### src/deq_pkg.sv
// ----------------------------------------------------------------------------
// deq_pkg
// Shared types, codes and index helpers for the double-ended queue.
// ----------------------------------------------------------------------------
package deq_pkg;

    // Store geometry
    localparam int DEPTH     = 64;
    localparam int IDX_W     = (DEPTH > 1) ? $clog2(DEPTH) : 1;
    localparam int CNT_W     = $clog2(DEPTH + 1);

    // Field widths
    localparam int OP_W      = 4;
    localparam int DATA_W    = 32;
    localparam int ST_W      = 2;
    localparam int CNT_OUT_W = 7;

    typedef logic [IDX_W-1:0]      t_idx;
    typedef logic [CNT_W-1:0]      t_cnt;
    typedef logic signed [DATA_W-1:0] t_data;

    // Request codes
    typedef enum logic [OP_W-1:0] {
        OP_PUSH_FRONT = 4'd0,
        OP_PUSH_REAR  = 4'd1,
        OP_POP_FRONT  = 4'd2,
        OP_POP_REAR   = 4'd3,
        OP_PEEK_FRONT = 4'd4,
        OP_PEEK_REAR  = 4'd5,
        OP_MAX        = 4'd6,
        OP_MIN        = 4'd7,
        OP_CLEAR      = 4'd8
    } t_op;

    // Status codes
    localparam logic [ST_W-1:0] ST_OK    = 2'd0;
    localparam logic [ST_W-1:0] ST_EMPTY = 2'd1;
    localparam logic [ST_W-1:0] ST_FULL  = 2'd2;

    // Sequencer states
    typedef enum logic [1:0] {
        S_IDLE,
        S_READ,
        S_SCAN
    } t_state;

    // Circular index step toward the front
    function automatic t_idx slot_up(t_idx i);
        return (i == t_idx'(DEPTH - 1)) ? '0 : i + t_idx'(1);
    endfunction

    // Circular index step toward the rear
    function automatic t_idx slot_down(t_idx i);
        return (i == '0) ? t_idx'(DEPTH - 1) : i - t_idx'(1);
    endfunction

    // Low bits of the entry count as reported
    function automatic logic [CNT_OUT_W-1:0] cnt_field(t_cnt c);
        logic [CNT_W+CNT_OUT_W-1:0] ext;
        ext = {{CNT_OUT_W{1'b0}}, c};
        return ext[CNT_OUT_W-1:0];
    endfunction

endpackage

### src/deq_if.sv
// ----------------------------------------------------------------------------
// deq_if
// Valid/ready channels for queue requests and responses.
// ----------------------------------------------------------------------------
interface deq_req_if;
    logic                         valid;
    logic                         ready;
    logic [deq_pkg::OP_W-1:0]     operation;
    logic signed [deq_pkg::DATA_W-1:0] value;

    modport source (output valid, output operation, output value, input ready);
    modport sink   (input valid, input operation, input value, output ready);
endinterface

interface deq_rsp_if;
    logic                             valid;
    logic                             ready;
    logic [deq_pkg::ST_W-1:0]         status;
    logic signed [deq_pkg::DATA_W-1:0] data;
    logic [deq_pkg::CNT_OUT_W-1:0]    count;

    modport source (output valid, output status, output data, output count, input ready);
    modport sink   (input valid, input status, input data, input count, output ready);
endinterface

### src/deq_ram.sv
// ----------------------------------------------------------------------------
// deq_ram
// Generic single-write, single-read RAM with a registered read port.
// ----------------------------------------------------------------------------
module deq_ram #(
    parameter int WIDTH = 32,
    parameter int DEPTH = 64,
    localparam int AW   = (DEPTH > 1) ? $clog2(DEPTH) : 1
) (
    input  logic             i_clk,
    input  logic             i_we,
    input  logic [AW-1:0]    i_waddr,
    input  logic [WIDTH-1:0] i_wdata,
    input  logic [AW-1:0]    i_raddr,
    output logic [WIDTH-1:0] o_rdata
);

    logic [WIDTH-1:0] r_mem [DEPTH];
    logic [WIDTH-1:0] r_rdata;

    // Write port
    always_ff @(posedge i_clk) begin
        if (i_we) begin
            r_mem[i_waddr] <= i_wdata;
        end
    end

    // Registered read port
    always_ff @(posedge i_clk) begin
        r_rdata <= r_mem[i_raddr];
    end

    assign o_rdata = r_rdata;

endmodule

### src/double_ended_queue_top.sv
// ----------------------------------------------------------------------------
// double_ended_queue_top
// Bounded deque of signed 32-bit values in a circular RAM store.
// ----------------------------------------------------------------------------
// Usage:
//   i_req carries one request item (operation, value); o_rsp returns one
//   result item (status, data, count) per request, in request order.
//   Push, clear and unknown codes: the result is registered at accept and
//   the next request can be taken in the following cycle, so these run at
//   one item per cycle while the receiver takes each result.
//   Pop and peek: result taken from the registered RAM read in S_READ.
//   Max and min: on an empty queue the result is registered at accept; the
//   scan reads one stored entry per cycle through the single RAM read port
//   and holds off new requests.
//   Reset clears the indices, the entry count and the output valid flag;
//   the store itself is not cleared, only live entries ever reach a result.
//   When the receiver stalls, the result waits in the output register and
//   no further request is taken until it drains (or drains in the same
//   cycle as the new request is accepted).
// ----------------------------------------------------------------------------
module double_ended_queue_top (
    input  logic        i_clk,
    input  logic        i_rst_n,
    deq_req_if.sink     i_req,
    deq_rsp_if.source   o_rsp
);

    // Control state
    deq_pkg::t_state r_state, n_state;
    deq_pkg::t_idx   r_front, n_front;
    deq_pkg::t_idx   r_rear, n_rear;
    deq_pkg::t_cnt   r_cnt, n_cnt;
    logic            r_out_valid, n_out_valid;

    // Scan state
    deq_pkg::t_idx   r_slot, n_slot;
    deq_pkg::t_cnt   r_left, n_left;
    deq_pkg::t_data  r_best, n_best;
    logic            r_first, n_first;
    logic            r_is_max, n_is_max;

    // Output payload
    logic [deq_pkg::ST_W-1:0]      r_status, n_status;
    deq_pkg::t_data                r_data, n_data;
    logic [deq_pkg::CNT_OUT_W-1:0] r_count, n_count;

    // RAM port
    logic                          ram_we;
    deq_pkg::t_idx                 ram_waddr;
    deq_pkg::t_idx                 ram_raddr;
    logic [deq_pkg::DATA_W-1:0]    ram_wdata;
    logic [deq_pkg::DATA_W-1:0]    ram_rdata;

    logic           req_fire;
    logic           out_free;
    deq_pkg::t_op   op;
    deq_pkg::t_data cand;
    logic           better;
    deq_pkg::t_cnt  cnt_dec;

    assign out_free  = !r_out_valid || o_rsp.ready;
    assign i_req.ready = (r_state == deq_pkg::S_IDLE) && out_free;
    assign req_fire  = i_req.valid && i_req.ready;
    assign op        = deq_pkg::t_op'(i_req.operation);
    assign cand      = deq_pkg::t_data'(ram_rdata);
    assign better    = r_is_max ? (cand > r_best) : (cand < r_best);
    assign cnt_dec   = r_cnt - deq_pkg::t_cnt'(1);

    // Result channel
    assign o_rsp.valid  = r_out_valid;
    assign o_rsp.status = r_status;
    assign o_rsp.data   = r_data;
    assign o_rsp.count  = r_count;

    deq_ram #(
        .WIDTH (deq_pkg::DATA_W),
        .DEPTH (deq_pkg::DEPTH)
    ) u_store (
        .i_clk   (i_clk),
        .i_we    (ram_we),
        .i_waddr (ram_waddr),
        .i_wdata (ram_wdata),
        .i_raddr (ram_raddr),
        .o_rdata (ram_rdata)
    );

    // State and control registers
    always_ff @(posedge i_clk) begin
        if (!i_rst_n) begin
            r_state     <= deq_pkg::S_IDLE;
            r_front     <= '0;
            r_rear      <= '0;
            r_cnt       <= '0;
            r_out_valid <= 1'b0;
        end else begin
            r_state     <= n_state;
            r_front     <= n_front;
            r_rear      <= n_rear;
            r_cnt       <= n_cnt;
            r_out_valid <= n_out_valid;
        end
    end

    // Payload and scan registers
    always_ff @(posedge i_clk) begin
        r_slot   <= n_slot;
        r_left   <= n_left;
        r_best   <= n_best;
        r_first  <= n_first;
        r_is_max <= n_is_max;
        r_status <= n_status;
        r_data   <= n_data;
        r_count  <= n_count;
    end

    // Sequencer: decode, index update, RAM access, result load
    always_comb begin
        n_state     = r_state;
        n_front     = r_front;
        n_rear      = r_rear;
        n_cnt       = r_cnt;
        n_out_valid = r_out_valid && !o_rsp.ready;
        n_slot      = r_slot;
        n_left      = r_left;
        n_best      = r_best;
        n_first     = r_first;
        n_is_max    = r_is_max;
        n_status    = r_status;
        n_data      = r_data;
        n_count     = r_count;
        ram_we      = 1'b0;
        ram_waddr   = r_front;
        ram_wdata   = i_req.value;
        ram_raddr   = r_slot;

        unique case (r_state)
            deq_pkg::S_IDLE: begin
                if (req_fire) begin
                    case (op) inside
                        deq_pkg::OP_PUSH_FRONT, deq_pkg::OP_PUSH_REAR: begin
                            n_out_valid = 1'b1;
                            n_data      = '0;
                            if (r_cnt == deq_pkg::t_cnt'(deq_pkg::DEPTH)) begin
                                n_status = deq_pkg::ST_FULL;
                            end else begin
                                n_status = deq_pkg::ST_OK;
                                n_cnt    = r_cnt + deq_pkg::t_cnt'(1);
                                ram_we   = 1'b1;
                                if (op == deq_pkg::OP_PUSH_FRONT) begin
                                    if (r_cnt == '0) begin
                                        n_rear    = r_front;
                                        ram_waddr = r_front;
                                    end else begin
                                        n_front   = deq_pkg::slot_up(r_front);
                                        ram_waddr = deq_pkg::slot_up(r_front);
                                    end
                                end else begin
                                    if (r_cnt == '0) begin
                                        n_front   = r_rear;
                                        ram_waddr = r_rear;
                                    end else begin
                                        n_rear    = deq_pkg::slot_down(r_rear);
                                        ram_waddr = deq_pkg::slot_down(r_rear);
                                    end
                                end
                            end
                            n_count = deq_pkg::cnt_field(n_cnt);
                        end
                        deq_pkg::OP_POP_FRONT, deq_pkg::OP_POP_REAR,
                        deq_pkg::OP_PEEK_FRONT, deq_pkg::OP_PEEK_REAR: begin
                            ram_raddr = i_req.operation[0] ? r_rear : r_front;
                            if (r_cnt == '0) begin
                                n_out_valid = 1'b1;
                                n_status    = deq_pkg::ST_EMPTY;
                                n_data      = '0;
                            end else begin
                                n_state = deq_pkg::S_READ;
                                if (op == deq_pkg::OP_POP_FRONT) begin
                                    n_cnt = cnt_dec;
                                    if (cnt_dec != '0) begin
                                        n_front = deq_pkg::slot_down(r_front);
                                    end
                                end else if (op == deq_pkg::OP_POP_REAR) begin
                                    n_cnt = cnt_dec;
                                    if (cnt_dec != '0) begin
                                        n_rear = deq_pkg::slot_up(r_rear);
                                    end
                                end
                            end
                            n_count = deq_pkg::cnt_field(n_cnt);
                        end
                        deq_pkg::OP_MAX, deq_pkg::OP_MIN: begin
                            ram_raddr = r_rear;
                            n_count   = deq_pkg::cnt_field(r_cnt);
                            if (r_cnt == '0) begin
                                n_out_valid = 1'b1;
                                n_status    = deq_pkg::ST_EMPTY;
                                n_data      = '0;
                            end else begin
                                n_state  = deq_pkg::S_SCAN;
                                n_slot   = deq_pkg::slot_up(r_rear);
                                n_left   = r_cnt;
                                n_first  = 1'b1;
                                n_is_max = (op == deq_pkg::OP_MAX);
                            end
                        end
                        deq_pkg::OP_CLEAR: begin
                            n_front     = '0;
                            n_rear      = '0;
                            n_cnt       = '0;
                            n_out_valid = 1'b1;
                            n_status    = deq_pkg::ST_OK;
                            n_data      = '0;
                            n_count     = '0;
                        end
                        default: begin
                            // unknown code: no change, plain ok result
                            n_out_valid = 1'b1;
                            n_status    = deq_pkg::ST_OK;
                            n_data      = '0;
                            n_count     = deq_pkg::cnt_field(r_cnt);
                        end
                    endcase
                end
            end
            deq_pkg::S_READ: begin
                // output register is empty here: it drained at accept
                n_out_valid = 1'b1;
                n_status    = deq_pkg::ST_OK;
                n_data      = cand;
                n_state     = deq_pkg::S_IDLE;
            end
            deq_pkg::S_SCAN: begin
                // absorb one entry per cycle, fetch the next
                ram_raddr = r_slot;
                n_best    = (r_first || better) ? cand : r_best;
                n_first   = 1'b0;
                if (r_left == deq_pkg::t_cnt'(1)) begin
                    n_out_valid = 1'b1;
                    n_status    = deq_pkg::ST_OK;
                    n_data      = (r_first || better) ? cand : r_best;
                    n_state     = deq_pkg::S_IDLE;
                end else begin
                    n_left = r_left - deq_pkg::t_cnt'(1);
                    n_slot = deq_pkg::slot_up(r_slot);
                end
            end
            default: begin
                n_state = deq_pkg::S_IDLE;
            end
        endcase
    end

    // Checks
    a_cnt_bound: assert property (@(posedge i_clk) disable iff (!i_rst_n)
        r_cnt <= deq_pkg::t_cnt'(deq_pkg::DEPTH))
        else $error("entry count above depth");

    a_full_push_holds: assert property (@(posedge i_clk) disable iff (!i_rst_n)
        (req_fire && !i_req.operation[3] && (i_req.operation[2:1] == 2'b00)
         && (r_cnt == deq_pkg::t_cnt'(deq_pkg::DEPTH)))
        |=> ($stable(r_cnt) && $stable(r_front) && $stable(r_rear)
             && (r_status == deq_pkg::ST_FULL)))
        else $error("push to full queue changed state");

    a_read_result: assert property (@(posedge i_clk) disable iff (!i_rst_n)
        (r_state == deq_pkg::S_READ) |=> (r_out_valid && (r_status == deq_pkg::ST_OK)))
        else $error("pop or peek produced no result");

    a_scan_left: assert property (@(posedge i_clk) disable iff (!i_rst_n)
        (r_state == deq_pkg::S_SCAN) |-> ((r_left != '0) && (r_cnt != '0)))
        else $error("scan running with nothing left");

endmodule
### src/flat_wrapper.sv
// flat-port wrapper written by rule: the top's interface ports become plain ports
module double_ended_queue_top_flat 
  (i_clk, i_rst_n, i_req_valid, i_req_operation, i_req_value, i_req_ready, o_rsp_valid, o_rsp_status, o_rsp_data, o_rsp_count, o_rsp_ready);
  deq_req_if i_req_i ();
  deq_rsp_if o_rsp_i ();
  input  logic i_clk;
  input  logic i_rst_n;
  input wire logic [$bits(i_req_i.valid)-1:0] i_req_valid;
  input wire logic [$bits(i_req_i.operation)-1:0] i_req_operation;
  input wire logic [$bits(i_req_i.value)-1:0] i_req_value;
  output wire logic [$bits(i_req_i.ready)-1:0] i_req_ready;
  output wire logic [$bits(o_rsp_i.valid)-1:0] o_rsp_valid;
  output wire logic [$bits(o_rsp_i.status)-1:0] o_rsp_status;
  output wire logic [$bits(o_rsp_i.data)-1:0] o_rsp_data;
  output wire logic [$bits(o_rsp_i.count)-1:0] o_rsp_count;
  input wire logic [$bits(o_rsp_i.ready)-1:0] o_rsp_ready;
  assign i_req_i.valid = i_req_valid;
  assign i_req_i.operation = i_req_operation;
  assign i_req_i.value = i_req_value;
  assign i_req_ready = i_req_i.ready;
  assign o_rsp_valid = o_rsp_i.valid;
  assign o_rsp_status = o_rsp_i.status;
  assign o_rsp_data = o_rsp_i.data;
  assign o_rsp_count = o_rsp_i.count;
  assign o_rsp_i.ready = o_rsp_ready;
  double_ended_queue_top u_core (.i_clk(i_clk), .i_rst_n(i_rst_n), .i_req(i_req_i), .o_rsp(o_rsp_i));
endmodule
### config.mk
export PLATFORM = sky130hd
export DESIGN_NAME = double_ended_queue_top_flat
export DESIGN_NICKNAME = d
export VERILOG_FILES = /design/src/deq_pkg.sv /design/src/deq_if.sv /design/src/deq_ram.sv /design/src/double_ended_queue_top.sv /design/src/flat_wrapper.sv
export SDC_FILE = /design/constraint.sdc
export NUM_CORES = 2
export LEC_CHECK = 0
export ABC_AREA = 1
export BUFFER_PORTS_ARGS = -buffer_cell sky130_fd_sc_hd__buf_2
export CORE_ASPECT_RATIO = 0.5
export CORE_MARGIN = 1.5
export CORE_UTILIZATION = 59
export CTS_BUF_LIST = sky130_fd_sc_hd__clkbuf_4 sky130_fd_sc_hd__clkbuf_8
export DETAILED_ROUTE_END_ITERATION = 16
export GPL_TIMING_DRIVEN = 0
export HOLD_SLACK_MARGIN = 0.08
export PLACE_DENSITY_LB_ADDON = 0.12
export SLEW_MARGIN = 5
export SYNTH_ARGS = -nofsm -noshare
export SYNTH_HDL_FRONTEND = slang
export SYNTH_HIERARCHICAL = 1
export SYNTH_SLANG_ARGS = --single-unit
### constraint.sdc
create_clock -name i_clk -period 5.6 [get_ports i_clk]
set_input_delay 0.84 -clock i_clk [delete_from_list [all_inputs] [get_ports i_clk]]
set_output_delay 0.84 -clock i_clk [all_outputs]
set_load 0.01 [all_outputs]
# Yosys cells after proc, flatten, opt, wreduce, memory -nomap -nowiden
# Memory sizes are Yosys's and may differ from the RTL's. A register that Yosys moved wholly into a read port is not among the register bits.
# Cells that the tools add are included.
[word_totals]
regBits = 110
latch_bits = 0
ram_bits = 2048
rom_bits = 0
input_bits = 40
out_inout_bits = 43
memories = 1
[classes]
addsub = 8
n_mul = 0
div = 0
n_lt_le_gt_ge = 2
n_eq_ne = 32
shifts = 0
n_mux = 102
bitwise = 3
n_reduce_logical = 27
[mem_list]
columns = ["name", "words", "width", "read_ports", "rd_clocked_by_memory_dff", "wr", "line", "source"]
rows = [
  ["u_core.u_store.r_mem", 64, 32, 1, 1, 1, "deq_ram.sv:18", "logic [WIDTH-1:0] r_mem [DEPTH];"],
]
[op_table]
columns = ["op", "count"]
rows = [
  ["$mux 6", 43],
  ["$mux 32", 7],
  ["$mux 7", 14],
  ["$pmux 32 s3", 1],
  ["$gt 32x32->1", 1],
  ["$lt 32x32->1", 1],
  ["$mux 2", 13],
  ["$add 6x1->6 const B", 3],
  ["$eq 6x6->1 const B", 3],
  ["$mux 1", 18],
  ["$eq 4x3->1 const B", 4],
  ["$ne 3x3->1 const B", 5],
  ["$pmux 7 s2", 1],
  ["$sub 7x1->7 const B", 2],
  ["$logic_not 6->1", 2],
  ["$ne 2x2->1 const B", 6],
  ["$pmux 6 s2", 1],
  ["$reduce_and 6->1", 2],
  ["$sub 6x1->6 const B", 2],
  ["$reduce_and 10->1", 1],
  ["$ne 3x2->1 const B", 3],
  ["$reduce_and 9->1", 1],
  ["$eq 4x2->1 const B", 2],
  ["$add 7x1->7 const B", 1],
  ["other kinds (28)", 37],
]

# Depth between registers and ports, before layout
[depth]
ltp_word = 8
ltp_mapped = 23
depth_no_buf = 22

# Modules after synthesis
# Netlist, hierarchy kept.
[by_module_without_submodules]
columns = ["module", "n_inst", "cells_each", "area_each_um2"]
rows = [
  ["deq_ram", 1, 6785, 82785.6],
  ["double_ended_queue_top", 1, 1073, 7961.4],
]

# Worst setup path before layout
# OpenSTA, ideal clock, no wires.
[synth_path]
path_type = "input to register"
from = "in i_req_operation[1]"
to = "mem u_core.u_store.r_mem[55][0] (enable)"
setup_ps = 461
arrival_ps = 4827
required_ps = 5139
slack_ps = 312
cell_stages = 13
path_buffers = 0
cell_sequence = "inv_2 nand2_1 nor2_2 inv_2 nor2_1 inv_2 nor2_2 inv_2 a22oi_1 inv_1 nor3_1 inv_1 nor3_1"
[synth_between]
elab_chain_len = 7
word_cells_on_any_way = 13
cone_classes = "eq/ne: 1; mux: 10; reduce/logical: 2"
[synth_rtl]
columns = ["item", "line", "source"]
rows = [
  ["start: declaration", "flat_wrapper.sv:9", "input wire logic [$bits(i_req_i.operation)-1:0] i_req_operation;"],
  ["$eq 4x1->1 (no source line) or $logic_not 4->1 (tied branches)", "-", ""],
  ["$reduce_or 2->1 *", "double_ended_queue_top.sv:139", "case (op) inside"],
  ["$mux 1 *", "double_ended_queue_top.sv:139", ""],
  ["$mux 1 *", "double_ended_queue_top.sv:138", "if (req_fire) begin"],
  ["$mux 1 *", "double_ended_queue_top.sv:136", "unique case (r_state)"],
  ["via u_core.ram_we", "double_ended_queue_top.sv:48", "logic ram_we;"],
  ["$mux 1 *", "deq_ram.sv:23", "if (i_we) begin"],
  ["$mux 1 (implied by the code) *", "deq_ram.sv:24", "r_mem[i_waddr] <= i_wdata;"],
  ["end: declaration", "deq_ram.sv:18", ""],
]
# The timed path passes the listed nets; every way through them passes the cells marked *.

# Worst setup path in the final report
[layout_path]
from = "reg u_core.r_state[0]"
to = "reg u_core.u_store.r_rdata[2], in the netlist u_core/u_store/o_rdata[2], read port of u_core.u_store.r_mem"
[layout_between]
elab_chain_len = 5
[layout_rtl]
columns = ["item", "line", "source"]
rows = [
  ["start: declaration", "double_ended_queue_top.sv:29", "deq_pkg::t_state r_state, n_state;"],
  ["start signal: assignment", "double_ended_queue_top.sv:90", "r_state <= deq_pkg::S_IDLE;"],
  ["start signal: assignment", "double_ended_queue_top.sv:96", "r_state <= n_state;"],
  ["$logic_not 2->1 *", "double_ended_queue_top.sv:62, double_ended_queue_top.sv:136", ""],
  ["$logic_and 1x1->1", "double_ended_queue_top.sv:62", "assign i_req.ready = (r_state == deq_pkg::S_IDLE) && out_free;"],
  ["$logic_and 1x1->1", "double_ended_queue_top.sv:63", "assign req_fire = i_req.valid && i_req.ready;"],
  ["$mux 6", "double_ended_queue_top.sv:138", ""],
  ["$mux 6 *", "double_ended_queue_top.sv:136", ""],
  ["via u_core.ram_raddr[2]", "double_ended_queue_top.sv:50", "deq_pkg::t_idx ram_raddr;"],
  ["end: declaration", "deq_ram.sv:19", "logic [WIDTH-1:0] r_rdata;"],
]
# Marks and branches as above.
# A chain may end at the register's enable or synchronous reset.

==> reports/metrics.yaml <==
yosys:
  ys_seq_area_share_pct: 71.9
  syn_inst: 7858
  yosysUniqueCellTypes: 52
  syn_area_um2: 90700
  yosys.area.top_type_share_pct: 70.7
  synthArstFlopShare_pct: 0
  synth-seq-cells: 2190
  yosys-top-cells-area: "edfxtp_1 71%, nand3_1 11%, nand2_1 11%, buf_2 1.4%, dfxtp_1 1.2%"
  yosys.area.top_type: "edfxtp_1"
  synthMostInstantiatedCell: "nand2_1"
  synth_commonest_cells: "2569 x nand2_1, 2136 x edfxtp_1, 1958 x nand3_1"
  syn_avg_cell_area_um2: 11.5
  synth_fp_nets: 7947
  yosysWarnings: 6
  synth_edf_count: 2136
  ys.flop_type: "edfxtp_1"
setup_path:
  crit_path_end_kind: "flop"
  crit_path_start_kind: "flop"
  crit_type: "reg -> reg"
  path_common_cell: "nand2_1"
  critPathSlowestCell: "buf_1"
  arrival_ns: 6.57
  critPathMaxFanout: 11
  worst_ep_required_time_ns: 6.41
  slowest_delay_ns: 0.99
  worstPathCellList: "inv_1 > ha_1 > inv_1 > nor2_1 > nand2_1 > buf_2 > nor2_1 > o21ai_0 > buf_2 > inv_1 > buf_2 > buf_1 > nand3_1 > nand3_1 > nand3_1 > nand2_1 > nand2_1 > nand2_1"
  reg2reg_depth: 18
drt:
  routed_wl_mm: 348
  drcViolationCount: 0
  routedWlPerCell_um: 32.6
  num_vias: 70300
  dr.pass1.iters: 12
  top_layer_used: "met5"
  route.met3.wl_mm: 69.2
  antenna_left: 0
  wl_met1_mm: 120
  initialDrtViolationCount: 13800
  via_per_inst: 6.58
  met2_length_mm: 138
sta:
  fmax_mhz: 174
  setup_violations: 9
  layout_setup_ws_ns: -0.158
  drv_slew: 11
  min_period_over_period_pct: 103
  whs_ns: 0.221
  fin_worst_skew_ns: 0.0843
  rsz0062_at_grt: "false"
  max_slew.worst_pin.slew_ns: 1.55
  relSlewSlack_pct: -3.26
  post-route-min-period_ns: 5.76
  final_hold_viol_count: 0
power:
  combPwrFrac_pct: 37.9
  intPower_uw: 28900
  p_leak_uw: 0.0375
  max-vdd-ir-drop_mv: 0.237
  clkPwrFrac_pct: 24.4
  switching_share_pct: 42.3
  power.switching_uw: 21200
  power_density_nw_per_um2: 489
  finalPower_uw: 50100
  p_seq_share_pct: 37.7
finish:
  fill_cells: 11100
  drive_gt1_share_pct: 12.7
  fin_nets: 8467
  syn2layout_area_growth_pct: 13.0
  final_cells: 10700
  final_cell_area_um2: 103000
clock_tree:
  cts_hold_buf: 0
  cts_buffers: 310
  clk_pin_slew_worst_paths_ns: 0.07
  cts_tree: "yes"
  h-tree-depth: 5
  root_buffer: "clkbuf_8"
  clock-sinks: 2190
  clock_latency_ns: 0.97
  cts.path.max_buffers: 4
run_status:
  violations: "capacitance limit, slew limit, setup timing"
  outcome: "finished with violations"
global_routing:
  grtUsageTotal_pct: 44.1
  antenna_found_initial: 41
  grt_max_degree: 65
  overflow: 0
  grt_pass1_vias: 62200
  grt_pass1_wl_mm: 470
job:
  cap_violations: 1
floorplanning:
  die_w_um: 558
  rows: 101
  die_h_um: 280
  dieArea_um2: 156000
  coreArea_um2: 152000
  pin_count: 83
  start_util_pct: 59.6
placement:
  dpl_cell_area_um2: 96800
  placed_cells_incl_taps: 10100
  dp_hpwl_mm: 238
  portBuffers: 81
  post-place-ws_ns: -0.436
  place.gp.congestion: 1.10
min_path:
  whs_path_depth: 1
  hold_class: "in -> reg"
==> power by group through the flow <==
| stage | sequential, uW | clock, uW | combinational [uW] |
|---|---|---|---|
| 6_report | 18900 | 12200 | 19000 |
| 5_1_grt | 19000 | 12900 | 19200 |
| 4_1_cts | 18900 | 12200 | 17500 |
| 3_5_place_dp | 19300 | 0 | 17400 |
| 3_3_place_gp | 19300 | 0 | 17100 |
| 2_1_floorplan | 19300 | 0 | 9300 |
==> layer usage <==
| layer | vias up | track usage [%] |
|---|---|---|
| met3 | 1187 | 22.5 |
| met1 | 33700 | 58.8 |
| met2 | 6554 | 59.3 |
| met4 | 32 | 21.0 |
| met5 | - | 1.98 |
| li1 | 28800 | - |
==> registers in the layout, indices dropped and copies added (netlist names) <==
| signal | count |
|---|---|
| u_core/r_slot | 6 |
| u_core/r_state | 2 |
| u_core/o_rsp.valid | 1 |
| u_core/r_rear | 6 |
| u_core/o_rsp.status | 2 |
| u_core/u_store/o_rdata | 32 |
| u_core/o_rsp.data | 32 |
| u_core/r_first | 1 |
| u_core/r_front | 6 |
| u_core/r_cnt | 7 |
| u_core/r_best | 32 |
| u_core/r_left | 7 |
| u_core/u_store/r_mem | 2048 |
| u_core/o_rsp.count | 7 |
| u_core/r_is_max | 1 |
==> cells in the final DEF (no fill, tap or decap), types with 5 or more instances in the layout <==
cell        instances
nor2_1             67
clkbuf_1          103
nor3_1             29
clkbuf_8          317
buf_6              32
nand4_1            39
buf_2             310
clkinv_1           74
clkbuf_4           98
a211oi_1            5
nand3_1          1958
ha_1               48
o22ai_1             9
buf_1              57
and2_1             32
a21oi_1            47
nand2_1          2569
o21ai_1             8
diode_2            23
dfxtp_1            54
a31oi_1             7
buf_16             31
edfxtp_1         2136
o21ai_0            52
clkinv_2           16
inv_6               6
inv_2              11
buf_4              87
xor2_1             11
a211oi_2            5
nor2_4             62
buf_12             70
clkinvlp_4          7
clkbuf_2            8
inv_1             165
==> kinds of logic (layout without fill, tap and decap cells) <==
group | Yosys count | after routing | synth area share [%]
adder cells (fa/ha/maj) | 49 | 49 | 0.676
flip-flops | 2190 | 2190 | 71.9
buffers and inverters | 669 | 1401 | 3.45
AO/OA/AOI/OAI | 157 | 157 | 1.04
AND/OR/NAND/NOR | 4778 | 4778 | 22.8
XOR/XNOR | 15 | 15 | 0.145
other | 0 | 23 | 0
==> worst max-delay path, delay by kind of cell, from the launching register on <==
kind,cells,cell delay (ns)
buffers and inverters,7,2.63
and+or+nand+nor,9,2.16
DFF,1,0.33
adders and majority gates,1,0.25
AOI/OAI and AO/OA,1,0.19
==> per-stage QoR <==
stage | util, % | TNS, ns
2_1_floorplan | - | 0
3_3_place_gp | 61.6 | -5304.52
3_5_place_dp | 63.6 | -121.68
4_1_cts | 67.4 | 0
5_1_grt | 67.4 | 0
6_report | 67.4 | -0.757
==> what timing repair did <==
action | 4_1_cts | 5_1_grt
resized for setup | 2 | 14
setup endpoints to repair | 1 | 253
buffers inserted | 0 | 0
==> cell type report <==
cell class	count	area, um2	area share (%)
inverter	178	671	0.654
antenna	23	57.6	0.0561
timing repair buffer	208	2990	2.92
clock buffer	415	5100	4.97
tap	2060	2580	2.51
buffer	491	2480	2.41
sequential	2190	65200	63.6
clock inverter	109	599	0.584
multi-input combinational	4999	22900	22.3
==> path summary, 6_finish.rpt <==
path,from,endpoint,slack [ns]
worst max-delay path,u_core/r_state[0]$_SDFFE_PN0P_,u_core/u_store/o_rdata[2]$_DFF_P_,-0.16
worst min-delay path,i_req_value[24],u_core/u_store/r_mem[40][24]$_DFFE_PP_,0.22
worst max register to register,u_core/r_state[0]$_SDFFE_PN0P_,u_core/u_store/o_rdata[2]$_DFF_P_,-0.16
worst min register to register,u_core/o_rsp.data[20]$_DFFE_PP_,u_core/o_rsp.data[20]$_DFFE_PP_,0.55
No activity file was read; power rests on OpenSTA's default activity.
